==> src/rtl/sfs_pkg.sv <==
// Package for the HEVC scaling factor store: sizes, codes, payload and request types.
// Also holds the default scaling tables, the scan-position helper and the DC address map.
// Depends on nothing; every other file of the block imports it.
`default_nettype none

package sfs_pkg;

  localparam int LIST_ENTRIES = 64;
  localparam int LIST_LEN_4X4 = 16;
  localparam int NUM_MATRICES = 6;
  localparam int NUM_MATRICES_32 = 2;
  localparam int CNT_W = 7;
  localparam int ADDR_W = 10;
  localparam int MEM_DEPTH = 1 << ADDR_W;
  localparam int DC_ADDR_W = 3;
  localparam int DC_DEPTH = 1 << DC_ADDR_W;
  localparam logic [7:0] FLAT_VALUE = 8'd16;

  localparam logic [1:0] SIZE_4X4 = 2'd0;
  localparam logic [1:0] SIZE_8X8 = 2'd1;
  localparam logic [1:0] SIZE_16X16 = 2'd2;
  localparam logic [1:0] SIZE_32X32 = 2'd3;

  typedef enum logic [1:0] {
    OP_LOAD_COEF = 2'd0,
    OP_LOAD_DC   = 2'd1,
    OP_PREDICT   = 2'd2,
    OP_LOOKUP    = 2'd3
  } sfs_op_e;

  typedef enum logic [1:0] {
    ST_IDLE   = 2'd0,
    ST_DECODE = 2'd1,
    ST_PRED   = 2'd2,
    ST_EMIT   = 2'd3
  } sfs_state_e;

  typedef struct packed {
    sfs_op_e     op;
    logic [1:0]  size_class;
    logic [2:0]  matrix_sel;
    logic [5:0]  coef_index;
    logic [7:0]  coef_value;
    logic [2:0]  ref_delta;
    logic [1:0]  colour_component;
    logic        is_intra;
    logic [4:0]  pos_x;
    logic [4:0]  pos_y;
  } sfs_in_t;

  typedef struct packed {
    logic [7:0] scale_factor;
    logic       bad_request;
  } sfs_out_t;

  typedef struct packed {
    logic                 we;
    logic [ADDR_W-1:0]    waddr;
    logic [7:0]           wdata;
    logic                 re;
    logic [ADDR_W-1:0]    raddr;
    logic                 dc_we;
    logic [DC_ADDR_W-1:0] dc_waddr;
    logic [7:0]           dc_wdata;
    logic                 dc_re;
    logic [DC_ADDR_W-1:0] dc_raddr;
  } sfs_mem_req_t;

  localparam logic [7:0] DFLT_INTRA [64] = '{
    8'd16, 8'd16, 8'd16, 8'd16, 8'd16, 8'd16, 8'd16, 8'd16,
    8'd16, 8'd16, 8'd17, 8'd16, 8'd17, 8'd16, 8'd17, 8'd18,
    8'd17, 8'd18, 8'd18, 8'd17, 8'd18, 8'd21, 8'd19, 8'd20,
    8'd21, 8'd20, 8'd19, 8'd21, 8'd24, 8'd22, 8'd22, 8'd24,
    8'd24, 8'd22, 8'd22, 8'd24, 8'd25, 8'd25, 8'd27, 8'd30,
    8'd27, 8'd25, 8'd25, 8'd29, 8'd31, 8'd35, 8'd35, 8'd31,
    8'd29, 8'd36, 8'd41, 8'd44, 8'd41, 8'd36, 8'd47, 8'd54,
    8'd54, 8'd47, 8'd65, 8'd70, 8'd65, 8'd88, 8'd88, 8'd115
  };

  localparam logic [7:0] DFLT_INTER [64] = '{
    8'd16, 8'd16, 8'd16, 8'd16, 8'd16, 8'd16, 8'd16, 8'd16,
    8'd16, 8'd16, 8'd17, 8'd17, 8'd17, 8'd17, 8'd17, 8'd18,
    8'd18, 8'd18, 8'd18, 8'd18, 8'd18, 8'd20, 8'd20, 8'd20,
    8'd20, 8'd20, 8'd20, 8'd20, 8'd24, 8'd24, 8'd24, 8'd24,
    8'd24, 8'd24, 8'd24, 8'd24, 8'd25, 8'd25, 8'd25, 8'd25,
    8'd25, 8'd25, 8'd25, 8'd28, 8'd28, 8'd28, 8'd28, 8'd28,
    8'd28, 8'd33, 8'd33, 8'd33, 8'd33, 8'd33, 8'd41, 8'd41,
    8'd41, 8'd41, 8'd54, 8'd54, 8'd54, 8'd71, 8'd71, 8'd91
  };

  function automatic logic [7:0] sfs_default_entry(input logic [1:0] size,
                                                   input logic [2:0] mtx,
                                                   input logic [5:0] idx);
    logic intra_tab;
    intra_tab = (size == SIZE_32X32) ? (mtx < 3'd1) : (mtx < 3'd3);
    if (size == SIZE_4X4) begin
      return FLAT_VALUE;
    end else if (intra_tab) begin
      return DFLT_INTRA[idx];
    end else begin
      return DFLT_INTER[idx];
    end
  endfunction

  // Inverse up-right diagonal scan position in a 4x4 or 8x8 block.
  function automatic logic [5:0] sfs_diag_idx(input logic [2:0] x,
                                              input logic [2:0] y,
                                              input logic big);
    logic [7:0] n;
    logic [7:0] d;
    logic [7:0] prod;
    logic [7:0] preceding;
    logic [7:0] low;
    n = big ? 8'd8 : 8'd4;
    d = 8'(x) + 8'(y);
    if (d < n) begin
      prod = d * (d + 8'd1);
      preceding = prod >> 1;
      low = 8'(x);
    end else begin
      prod = (n + n - d - 8'd1) * (n + n - d);
      preceding = n * n - (prod >> 1);
      low = 8'(x) - (d - (n - 8'd1));
    end
    return 6'(preceding + low);
  endfunction

  function automatic logic [DC_ADDR_W-1:0] sfs_dc_addr(input logic [1:0] size,
                                                      input logic [2:0] mtx);
    if (size == SIZE_32X32) begin
      return DC_ADDR_W'(4'(NUM_MATRICES) + 4'(mtx));
    end else begin
      return DC_ADDR_W'(mtx);
    end
  endfunction

endpackage

`default_nettype wire

==> src/rtl/sfs_agen.sv <==
// Address unit: list store address from size class, matrix and list index.
// Shared by loads, list prediction and lookups. Uses sfs_pkg.
`default_nettype none

module sfs_agen (
  input  logic [1:0]                 size_class_i,
  input  logic [2:0]                 matrix_i,
  input  logic [5:0]                 index_i,
  output logic [sfs_pkg::ADDR_W-1:0] addr_o
);
  import sfs_pkg::*;

  localparam int SUM_W = ADDR_W + 2;
  localparam int BASE_8X8 = NUM_MATRICES * LIST_LEN_4X4;
  localparam int BASE_16X16 = BASE_8X8 + NUM_MATRICES * LIST_ENTRIES;
  localparam int BASE_32X32 = BASE_16X16 + NUM_MATRICES * LIST_ENTRIES;

  logic [SUM_W-1:0] base;
  logic [SUM_W-1:0] mtx_ofs;
  logic [SUM_W-1:0] sum;

  always_comb begin
    unique case (size_class_i)
      SIZE_4X4: begin
        base = '0;
        mtx_ofs = SUM_W'(matrix_i) * SUM_W'(LIST_LEN_4X4);
      end
      SIZE_8X8: begin
        base = SUM_W'(BASE_8X8);
        mtx_ofs = SUM_W'(matrix_i) * SUM_W'(LIST_ENTRIES);
      end
      SIZE_16X16: begin
        base = SUM_W'(BASE_16X16);
        mtx_ofs = SUM_W'(matrix_i) * SUM_W'(LIST_ENTRIES);
      end
      default: begin
        base = SUM_W'(BASE_32X32);
        mtx_ofs = SUM_W'(matrix_i) * SUM_W'(LIST_ENTRIES);
      end
    endcase
    sum = base + mtx_ofs + SUM_W'(index_i);
  end

  assign addr_o = sum[ADDR_W-1:0];

endmodule

`default_nettype wire

==> src/rtl/sfs_ctrl.sv <==
// Sequencer: request checks, list fill and copy loop, lookup and result forming.
// Drives the shared address unit sfs_agen and the store requests. Uses sfs_pkg.
`default_nettype none

module sfs_ctrl (
  input  logic                  clk_i,
  input  logic                  rst_ni,
  input  logic                  in_valid_i,
  output logic                  in_stall_o,
  input  sfs_pkg::sfs_in_t      in_data_i,
  input  logic                  use_dflt_i,
  input  logic                  res_ready_i,
  output logic                  res_load_o,
  output sfs_pkg::sfs_out_t     res_data_o,
  output sfs_pkg::sfs_mem_req_t mem_req_o,
  input  logic [7:0]            coef_rdata_i,
  input  logic [7:0]            dc_rdata_i
);
  import sfs_pkg::*;

  sfs_state_e        state_q, state_d;
  sfs_in_t           item_q, item_d;
  logic [CNT_W-1:0]  cnt_q, cnt_d;
  logic [ADDR_W-1:0] addr_q;

  logic [1:0]        s;
  logic [2:0]        msel;
  logic [2:0]        delta;
  logic [1:0]        cc;
  logic [4:0]        px, py;
  logic              mat_ok;
  logic [CNT_W-1:0]  len;
  logic [2:0]        ref_m;
  logic              copy_mode;
  logic [ADDR_W-1:0] copy_ofs;
  logic              oob;
  logic [2:0]        dx, dy;
  logic [2:0]        lk_m;
  logic [5:0]        lk_idx;
  logic              lk_bad;
  logic              dc_pos;
  logic              item_bad;
  logic [2:0]        agen_m;
  logic [5:0]        agen_i;
  logic [ADDR_W-1:0] agen_addr;

  assign s = item_q.size_class;
  assign msel = item_q.matrix_sel;
  assign delta = item_q.ref_delta;
  assign cc = item_q.colour_component;
  assign px = item_q.pos_x;
  assign py = item_q.pos_y;

  always_comb begin
    mat_ok = (s == SIZE_32X32) ? (msel < 3'(NUM_MATRICES_32)) : (msel < 3'(NUM_MATRICES));
    len = (s == SIZE_4X4) ? CNT_W'(LIST_LEN_4X4) : CNT_W'(LIST_ENTRIES);
    ref_m = msel - delta;
    copy_mode = (delta != 3'd0);
    copy_ofs = (s == SIZE_4X4) ? ADDR_W'(delta) * ADDR_W'(LIST_LEN_4X4)
                               : ADDR_W'(delta) * ADDR_W'(LIST_ENTRIES);

    unique case (s)
      SIZE_4X4: begin
        oob = (px[4:2] != 3'd0) || (py[4:2] != 3'd0);
        dx = px[2:0];
        dy = py[2:0];
      end
      SIZE_8X8: begin
        oob = (px[4:3] != 2'd0) || (py[4:3] != 2'd0);
        dx = px[2:0];
        dy = py[2:0];
      end
      SIZE_16X16: begin
        oob = px[4] || py[4];
        dx = px[3:1];
        dy = py[3:1];
      end
      default: begin
        oob = 1'b0;
        dx = px[4:2];
        dy = py[4:2];
      end
    endcase

    if (s == SIZE_32X32) begin
      lk_m = item_q.is_intra ? 3'd0 : 3'd1;
    end else begin
      lk_m = (item_q.is_intra ? 3'd0 : 3'd3) + 3'(cc);
    end
    lk_idx = (s == SIZE_4X4) ? sfs_diag_idx({1'b0, px[1:0]}, {1'b0, py[1:0]}, 1'b0)
                             : sfs_diag_idx(dx, dy, 1'b1);
    lk_bad = (cc == 2'd3) || ((s == SIZE_32X32) && (cc != 2'd0)) || oob ||
             (CNT_W'(lk_idx) >= len);
    dc_pos = (s == SIZE_16X16 || s == SIZE_32X32) && (px == 5'd0) && (py == 5'd0);

    unique case (item_q.op)
      OP_LOAD_COEF: item_bad = !mat_ok || (CNT_W'(item_q.coef_index) >= len);
      OP_LOAD_DC:   item_bad = (s == SIZE_4X4) || (s == SIZE_8X8) || !mat_ok;
      OP_PREDICT:   item_bad = !mat_ok || (delta > msel);
      default:      item_bad = lk_bad;
    endcase

    agen_m = msel;
    agen_i = item_q.coef_index;
    if (state_q == ST_PRED) begin
      agen_m = copy_mode ? ref_m : msel;
      agen_i = cnt_q[5:0];
    end else if (item_q.op == OP_LOOKUP) begin
      agen_m = lk_m;
      agen_i = lk_idx;
    end
  end

  sfs_agen u_agen (
    .size_class_i (s),
    .matrix_i     (agen_m),
    .index_i      (agen_i),
    .addr_o       (agen_addr)
  );

  always_ff @(posedge clk_i or negedge rst_ni) begin
    if (!rst_ni) begin
      state_q <= ST_IDLE;
      cnt_q <= '0;
    end else begin
      state_q <= state_d;
      cnt_q <= cnt_d;
    end
  end

  always_ff @(posedge clk_i) begin
    item_q <= item_d;
    addr_q <= agen_addr;
  end

  always_comb begin
    state_d = state_q;
    item_d = item_q;
    cnt_d = cnt_q;
    in_stall_o = 1'b1;
    res_load_o = 1'b0;
    res_data_o = '0;
    mem_req_o = '0;
    mem_req_o.waddr = agen_addr;
    mem_req_o.raddr = agen_addr;
    mem_req_o.wdata = item_q.coef_value;
    mem_req_o.dc_waddr = sfs_dc_addr(s, msel);
    mem_req_o.dc_wdata = item_q.coef_value;
    mem_req_o.dc_raddr = sfs_dc_addr(s, lk_m);

    unique case (state_q)
      ST_IDLE: begin
        in_stall_o = 1'b0;
        if (in_valid_i) begin
          item_d = in_data_i;
          state_d = ST_DECODE;
        end
      end

      ST_DECODE: begin
        if (item_bad) begin
          state_d = ST_EMIT;
        end else begin
          unique case (item_q.op)
            OP_LOAD_COEF: begin
              mem_req_o.we = 1'b1;
              state_d = ST_IDLE;
            end
            OP_LOAD_DC: begin
              mem_req_o.dc_we = 1'b1;
              state_d = ST_IDLE;
            end
            OP_PREDICT: begin
              cnt_d = '0;
              state_d = ST_PRED;
            end
            default: begin
              mem_req_o.re = 1'b1;
              mem_req_o.dc_re = 1'b1;
              state_d = ST_EMIT;
            end
          endcase
        end
      end

      ST_PRED: begin
        cnt_d = cnt_q + CNT_W'(1);
        if (!copy_mode) begin
          mem_req_o.we = 1'b1;
          mem_req_o.wdata = sfs_default_entry(s, msel, cnt_q[5:0]);
          mem_req_o.dc_we = (cnt_q == '0) && (s == SIZE_16X16 || s == SIZE_32X32);
          mem_req_o.dc_wdata = FLAT_VALUE;
          if (cnt_q == len - CNT_W'(1)) begin
            state_d = ST_IDLE;
          end
        end else begin
          mem_req_o.re = (cnt_q < len);
          mem_req_o.we = (cnt_q != '0);
          mem_req_o.waddr = addr_q + copy_ofs;
          mem_req_o.wdata = coef_rdata_i;
          mem_req_o.dc_re = (cnt_q == '0);
          mem_req_o.dc_raddr = sfs_dc_addr(s, ref_m);
          mem_req_o.dc_we = (cnt_q == CNT_W'(1)) && (s == SIZE_16X16 || s == SIZE_32X32);
          mem_req_o.dc_wdata = dc_rdata_i;
          if (cnt_q == len) begin
            state_d = ST_IDLE;
          end
        end
      end

      default: begin
        if (item_bad) begin
          res_data_o.bad_request = 1'b1;
        end else if (dc_pos) begin
          res_data_o.scale_factor = use_dflt_i ? FLAT_VALUE : dc_rdata_i;
        end else begin
          res_data_o.scale_factor = use_dflt_i ? sfs_default_entry(s, lk_m, lk_idx)
                                               : coef_rdata_i;
        end
        if (res_ready_i) begin
          res_load_o = 1'b1;
          state_d = ST_IDLE;
        end
      end
    endcase
  end

  a_accept_decode: assert property (@(posedge clk_i) disable iff (!rst_ni)
    (in_valid_i && !in_stall_o) |=> (state_q == ST_DECODE))
    else $error("accepted item not decoded next cycle");

  a_pred_bound: assert property (@(posedge clk_i) disable iff (!rst_ni)
    (state_q == ST_PRED) |-> (cnt_q <= len))
    else $error("list prediction ran past list length");

  a_copy_disjoint: assert property (@(posedge clk_i) disable iff (!rst_ni)
    (state_q == ST_PRED && mem_req_o.we && mem_req_o.re) |->
      (mem_req_o.waddr != mem_req_o.raddr))
    else $error("list copy overwrites its source");

  a_write_state: assert property (@(posedge clk_i) disable iff (!rst_ni)
    (mem_req_o.we || mem_req_o.dc_we) |-> (state_q == ST_DECODE || state_q == ST_PRED))
    else $error("store write outside decode or prediction");

endmodule

`default_nettype wire

==> config.mk <==
export PLATFORM = sky130hd
export DESIGN_NAME = sfs_ctrl
export DESIGN_NICKNAME = d
export VERILOG_FILES = /design/src/rtl/sfs_pkg.sv /design/src/rtl/sfs_agen.sv /design/src/rtl/sfs_ctrl.sv
export SDC_FILE = /design/constraint.sdc
export NUM_CORES = 1
export LEC_CHECK = 0
export BUFFER_PORTS_ARGS = -buffer_cell sky130_fd_sc_hd__buf_4
export CORE_UTILIZATION = 50
export DETAILED_ROUTE_END_ITERATION = 7
export PLACE_DENSITY = 0.71
export SYNTH_ARGS = -nofsm -noshare
export SYNTH_HDL_FRONTEND = slang
export SYNTH_SLANG_ARGS = --single-unit
==> constraint.sdc <==
create_clock -name clk_i -period 11.63 [get_ports clk_i]
set_input_delay 1.163 -clock clk_i [delete_from_list [all_inputs] [get_ports clk_i]]
set_output_delay 1.163 -clock clk_i [all_outputs]
set_load 0.02 [all_outputs]
==> flow_summary.ini, run 1 <==
[run_status]
status = complete, no violations

[timing]
setup_tns_ps = 0
setup_viol = 0
relSlewSlack = 0.2327
finalCritPeriodShare = 0.9508
slew_violations = 0
timing.fmax_ghz = 0.09043
rsz0062_at_grt = no
finalHoldViolCount = 0
worstMarginPinSlew_ps = 1151
fin_hold_ws_ps = 580.1
fin_crit_ps = 11060
worst_slack_ps = 571.9
fin_skew_ps = 13.85

[worst_setup_path]
cp_slowest_cell = fa_2
start_kind = flip-flop
r2r_cells = 36
critical_path_class = flip-flop to output port
path_common_cell = ha_1
critical_path_buf_inv_count = 6
cp.depth = 39
path_max_fanout = 13
worstSetupEndpointType = output port
critical-path-max-stage-delay_ps = 680
crit_required_ps = 10470
arrival_ps = 9900
cpLargestDelayFamily = adder cells

[placement]
hpwl_um = 17000
gp_congestion = 0.9178
portBuffers = 114
dpl_worst_slack_ps = 918.9

[floorplanning]
fp-row-count = 45
die_y_um = 128.8
io_pins = 115
dieArea_um2 = 16590
core_area_um2 = 15430
initial_core_util = 0.5211
die_x_um = 128.8

[final_layout]
drive_above_1_share = 0.1583
mostFrequentLayoutCell = buf_4
diodes = 0
nets = 1257
mostFrequentLayoutCells = 118 x buf_4, 111 x ha_1, 98 x nand2_1
area_growth_pct = 13.65
final_util = 0.5922

[drt]
ant_nets = 0
dr_total_vias = 7424
drtIter0Drc = 764
wirelength_um = 22100
drc_errors = 0
viasPerCell = 5.836
drtPass1Iterations = 5
wire_per_inst_um = 17.38

[global_routing]
grt_pass1_wl_um = 35570
grt_pass1_vias = 6997
grt_use_total = 0.2729
grt_max_degree = 47
gr-total-overflow = 0
antenna_found_initial = 0

[yosys]
synth_compound_area_frac = 0.2176
synth_top_family_by_area = adder cells
yosys.area_share.simple = 0.1844
postSynthAreaPerCell_um2 = 8.153
syn_inst = 986
synth_xor_area_frac = 0.04918
synth_edf_count = 37
mappedNetlistArea_um2 = 8039
ys_warn_count = 0
synth-seq-cells = 56
yosys_most_used_dff = edfxtp_1
ys_seq_area_frac = 0.1911
synthAdderAreaFrac = 0.2416
ys_types = 92
synthMuxAreaShare = 0.04374
ys_async_sr_fraction = 0.1607

[cts]
clk_latency_ps = 320
cts-root-buf = clkbuf_16
cts.sinks = 56
post_cts_buffers = 0
cts_buffers = 5
htreeDepth = 2
clock_path_buffers = 2
clkTransAtPathRegs_ps = 80
cts_tree = done

[hold_path]
hold_depth = 1
hold_class = flip-flop to flip-flop

[job]
max_cap_viol_count = 0
## cells in the mapped netlist, types with 20 or more instances
library cell  number  area (um^2)
xnor2_1           26        227.7
clkbuf_1          38        142.6
nand2_1           98        367.9
a21oi_1           56        280.3
edfxtp_1          37         1111
fa_1              27        540.5
ha_1             112         1401
nand3_1           25        125.1
o21ai_0           61        305.3
mux2i_1           21        210.2
inv_1             89        334.1
nor3_1            20        100.1
nor2_1            90        337.8
## cell type report
cell class,count,area [um^2]
fill,1460,6291
multi-input combinational,786,5934
sequential,56,1536
timing repair buffer,118,885.9
inverter,93,352.8
tap,211,264.0
clock buffer,7,153.9
clock inverter,1,8.758
## cell families (layout without fill, tap and decap cells)
family	after synthesis	count (layout)
mux	31	31
compound gates	259	259
xor+xnor	41	41
simple gates	314	314
buf+inv	145	219
flops	56	56
fa+ha+maj	139	139
other cells	1	2
## worst register-to-register path, delay by kind of cell, from the launching register on
kind                       cells  cell delay, ps
and+or+nand+nor                6            1240
DFF                            1             610
AOI/OAI and AO/OA              8            1280
adders and majority gates     13            4680
buffers and inverters          5             500
xor gates and xnor gates       4             910
## final timing paths
kind,start,endpoint,slack (ps)
max in group asynchronous,rst_ni,cnt_q[4],10830
min,state_q[0],state_q[0],580
min in group asynchronous,rst_ni,cnt_q[1],650
max,s[0],mem_req_o[44],570
min reg2reg,state_q[0],state_q[0],580
max reg2reg,s[0],addr_q[9],2320
## registers in the layout (all words and copies together), names as in the netlist
name and cells:
addr_q 10, cc 2, cnt_q 7, delta 3
item_q 17, msel 3, px 5, py 5
s 2, state_q 2
## through the flow
step                      cells  instance area, um^2
final                      1272                 9136
after global routing       1272                 9136
after CTS                  1272                 9128
after detailed placement   1264                 8965
after global placement     1264                 8965
after floorplan             987                 8043
## routing by layer
| metal | global-route usage | share of wire | vias up |
|---|---|---|---|
| li1 | - | - | 3646 |
| met1 | 0.3630 | 0.45 | 3450 |
| met2 | 0.4483 | 0.46 | 278 |
| met3 | 0.04158 | 0.064 | 50 |
| met4 | 0.1010 | 0.026 | 0 |
| met5 | 0 | 0 | - |
## repair_timing
item	in CTS	in global routing
resized for setup	0	3
setup endpoints to repair	0	1
hold buffers	0	0
hold endpoints to repair	0	0
Power of run 1 is left out: the tool's default activity adds up to more than one toggle a clock period on the data nets, which glitch-free logic cannot reach.
==> inputs of run 2 (changes only) <==
==> constraint.sdc (replaced) <==
create_clock -name clk_i -period 12 [get_ports clk_i]
set_input_delay 1.2 -clock clk_i [delete_from_list [all_inputs] [get_ports clk_i]]
set_output_delay 1.2 -clock clk_i [all_outputs]
set_load 0.02 [all_outputs]
==> flow_summary.ini, run 2 (synthesis gave the netlist of run 1 again) <==
[drt]
dr_total_vias = 7401
drc_errors = 0
wire_per_inst_um = 17.19
ant_nets = 0
drtPass1Iterations = 5
wirelength_um = 21840
viasPerCell = 5.823
drtIter0Drc = 763

[cts]
cts_hold_buf = 0
clkTransAtPathRegs_ps = 90
cts_resized = 0
cts.sinks = 56
cts-root-buf = clkbuf_16
cts_buffers = 5
htreeDepth = 2
clock_path_buffers = 2
cts_tree = done
clk_latency_ps = 320
post_cts_buffers = 0

[placement]
portBuffers = 114
gp_congestion = 0.9301
hpwl_um = 16980

[timing]
slew_violations = 0
finalCritPeriodShare = 0.9376
setup_viol = 0
setup_tns_ps = 0
worstMarginPinSlew_ps = 974.1
relSlewSlack = 0.3506
finalHoldViolCount = 0
fin_skew_ps = 16.25
timing.fmax_ghz = 0.08888
rsz0062_at_grt = no
fin_crit_ps = 11250

[floorplanning]
dieArea_um2 = 16590
core_area_um2 = 15430
die_x_um = 128.8
fp-row-count = 45
die_y_um = 128.8
initial_core_util = 0.5211
io_pins = 115

[final_layout]
area_growth_pct = 13.23
nets = 1256
top_regs = item_q x17, addr_q x10, cnt_q x7
mostFrequentLayoutCells = 117 x buf_4, 112 x ha_1, 98 x nand2_1
fillers = 1453
top_register = item_q
diodes = 0
largest_reg_flops = 17
mostFrequentLayoutCell = buf_4
drive_above_1_share = 0.1547

[hold_path]
whs_endpoint = cnt_q[3]
hp-start = cnt_q[3]
hold_depth = 1
hold_class = flip-flop to flip-flop

[global_routing]
grt_max_degree = 47
grt_pass1_vias = 7018
grt_use_total = 0.2698
gr-total-overflow = 0
antenna_found_initial = 0
grt_pass1_wl_um = 35400

[run_status]
status = complete, no violations

[worst_setup_path]
crit_required_ps = 10800
start_kind = flip-flop
critical_path_class = flip-flop to output port
critical-path-max-stage-delay_ps = 770
cp_slowest_cell = fa_1
path_max_fanout = 22
reg2reg_to = addr_q[9]
r2r_cells = 35
worstSetupEndpointType = output port
r2r_start = s[1]
rrSetupSlack_ps = 2520
path_common_cell = ha_1
arrival_ps = 10050

[job]
max_cap_viol_count = 0
## run 2: layer usage
layer  share of wire  GRT usage  vias up
li1                -          -     3622
met1            0.44     0.3630     3470
met2            0.47     0.4445      271
met3           0.068    0.04241       38
met4           0.021    0.08374        0
met5               0          0        -
## run 2: area by class of cell
class | instances | area (um^2) | share of cell area
Timing Repair Buffer | 117 | 878.3 | 0.09649
Inverter | 93 | 349.1 | 0.03835
Multi-Input combinational cell | 786 | 5929 | 0.6514
Clock inverter | 2 | 16.27 | 0.001787
Sequential cell | 56 | 1536 | 0.1688
Tap cell | 211 | 264.0 | 0.02900
Clock buffer | 6 | 128.9 | 0.01416
## run 2: how the worst max path moves through the flow
stage | startpoint | depth (start not counted) | slack, ps | endpoint
after floorplan | s[0] | 39 | 1680 | mem_req_o[44]
after global placement | s[1] | 37 | 1450 | mem_req_o[44]
after detailed placement | s[1] | 38 | 1160 | mem_req_o[44]
after CTS | s[1] | 38 | 770 | mem_req_o[44]
after global routing | s[1] | 38 | 8 | mem_req_o[44]
final | s[1] | 38 | 750 | mem_req_o[44]
## run 2: critical path: cells and delay by family, from the launching register on
family | cells | cell delay (ps)
XOR/XNOR | 4 | 880
flip-flops | 1 | 760
AO/OA/AOI/OAI | 9 | 1440
adder cells (fa/ha/maj) | 13 | 4910
buffers and inverters | 6 | 680
AND/OR/NAND/NOR | 6 | 1060
## run 2: stage by stage
stage	std cells	worst slack (ps)	hold WS [ps]	util	cell area (um^2)
5_1_grt	1271	8.034	577.1	0.5900	9102
2_1_floorplan	987	1682	519.1	-	8043
6_report	1271	748.8	539.2	0.5900	9102
3_5_place_dp	1263	1162	520.1	0.5806	8957
4_1_cts	1271	765.3	538.8	0.5900	9102
3_3_place_gp	1263	1447	517.4	0.5806	8957
Power of run 2 is left out for the same reason.
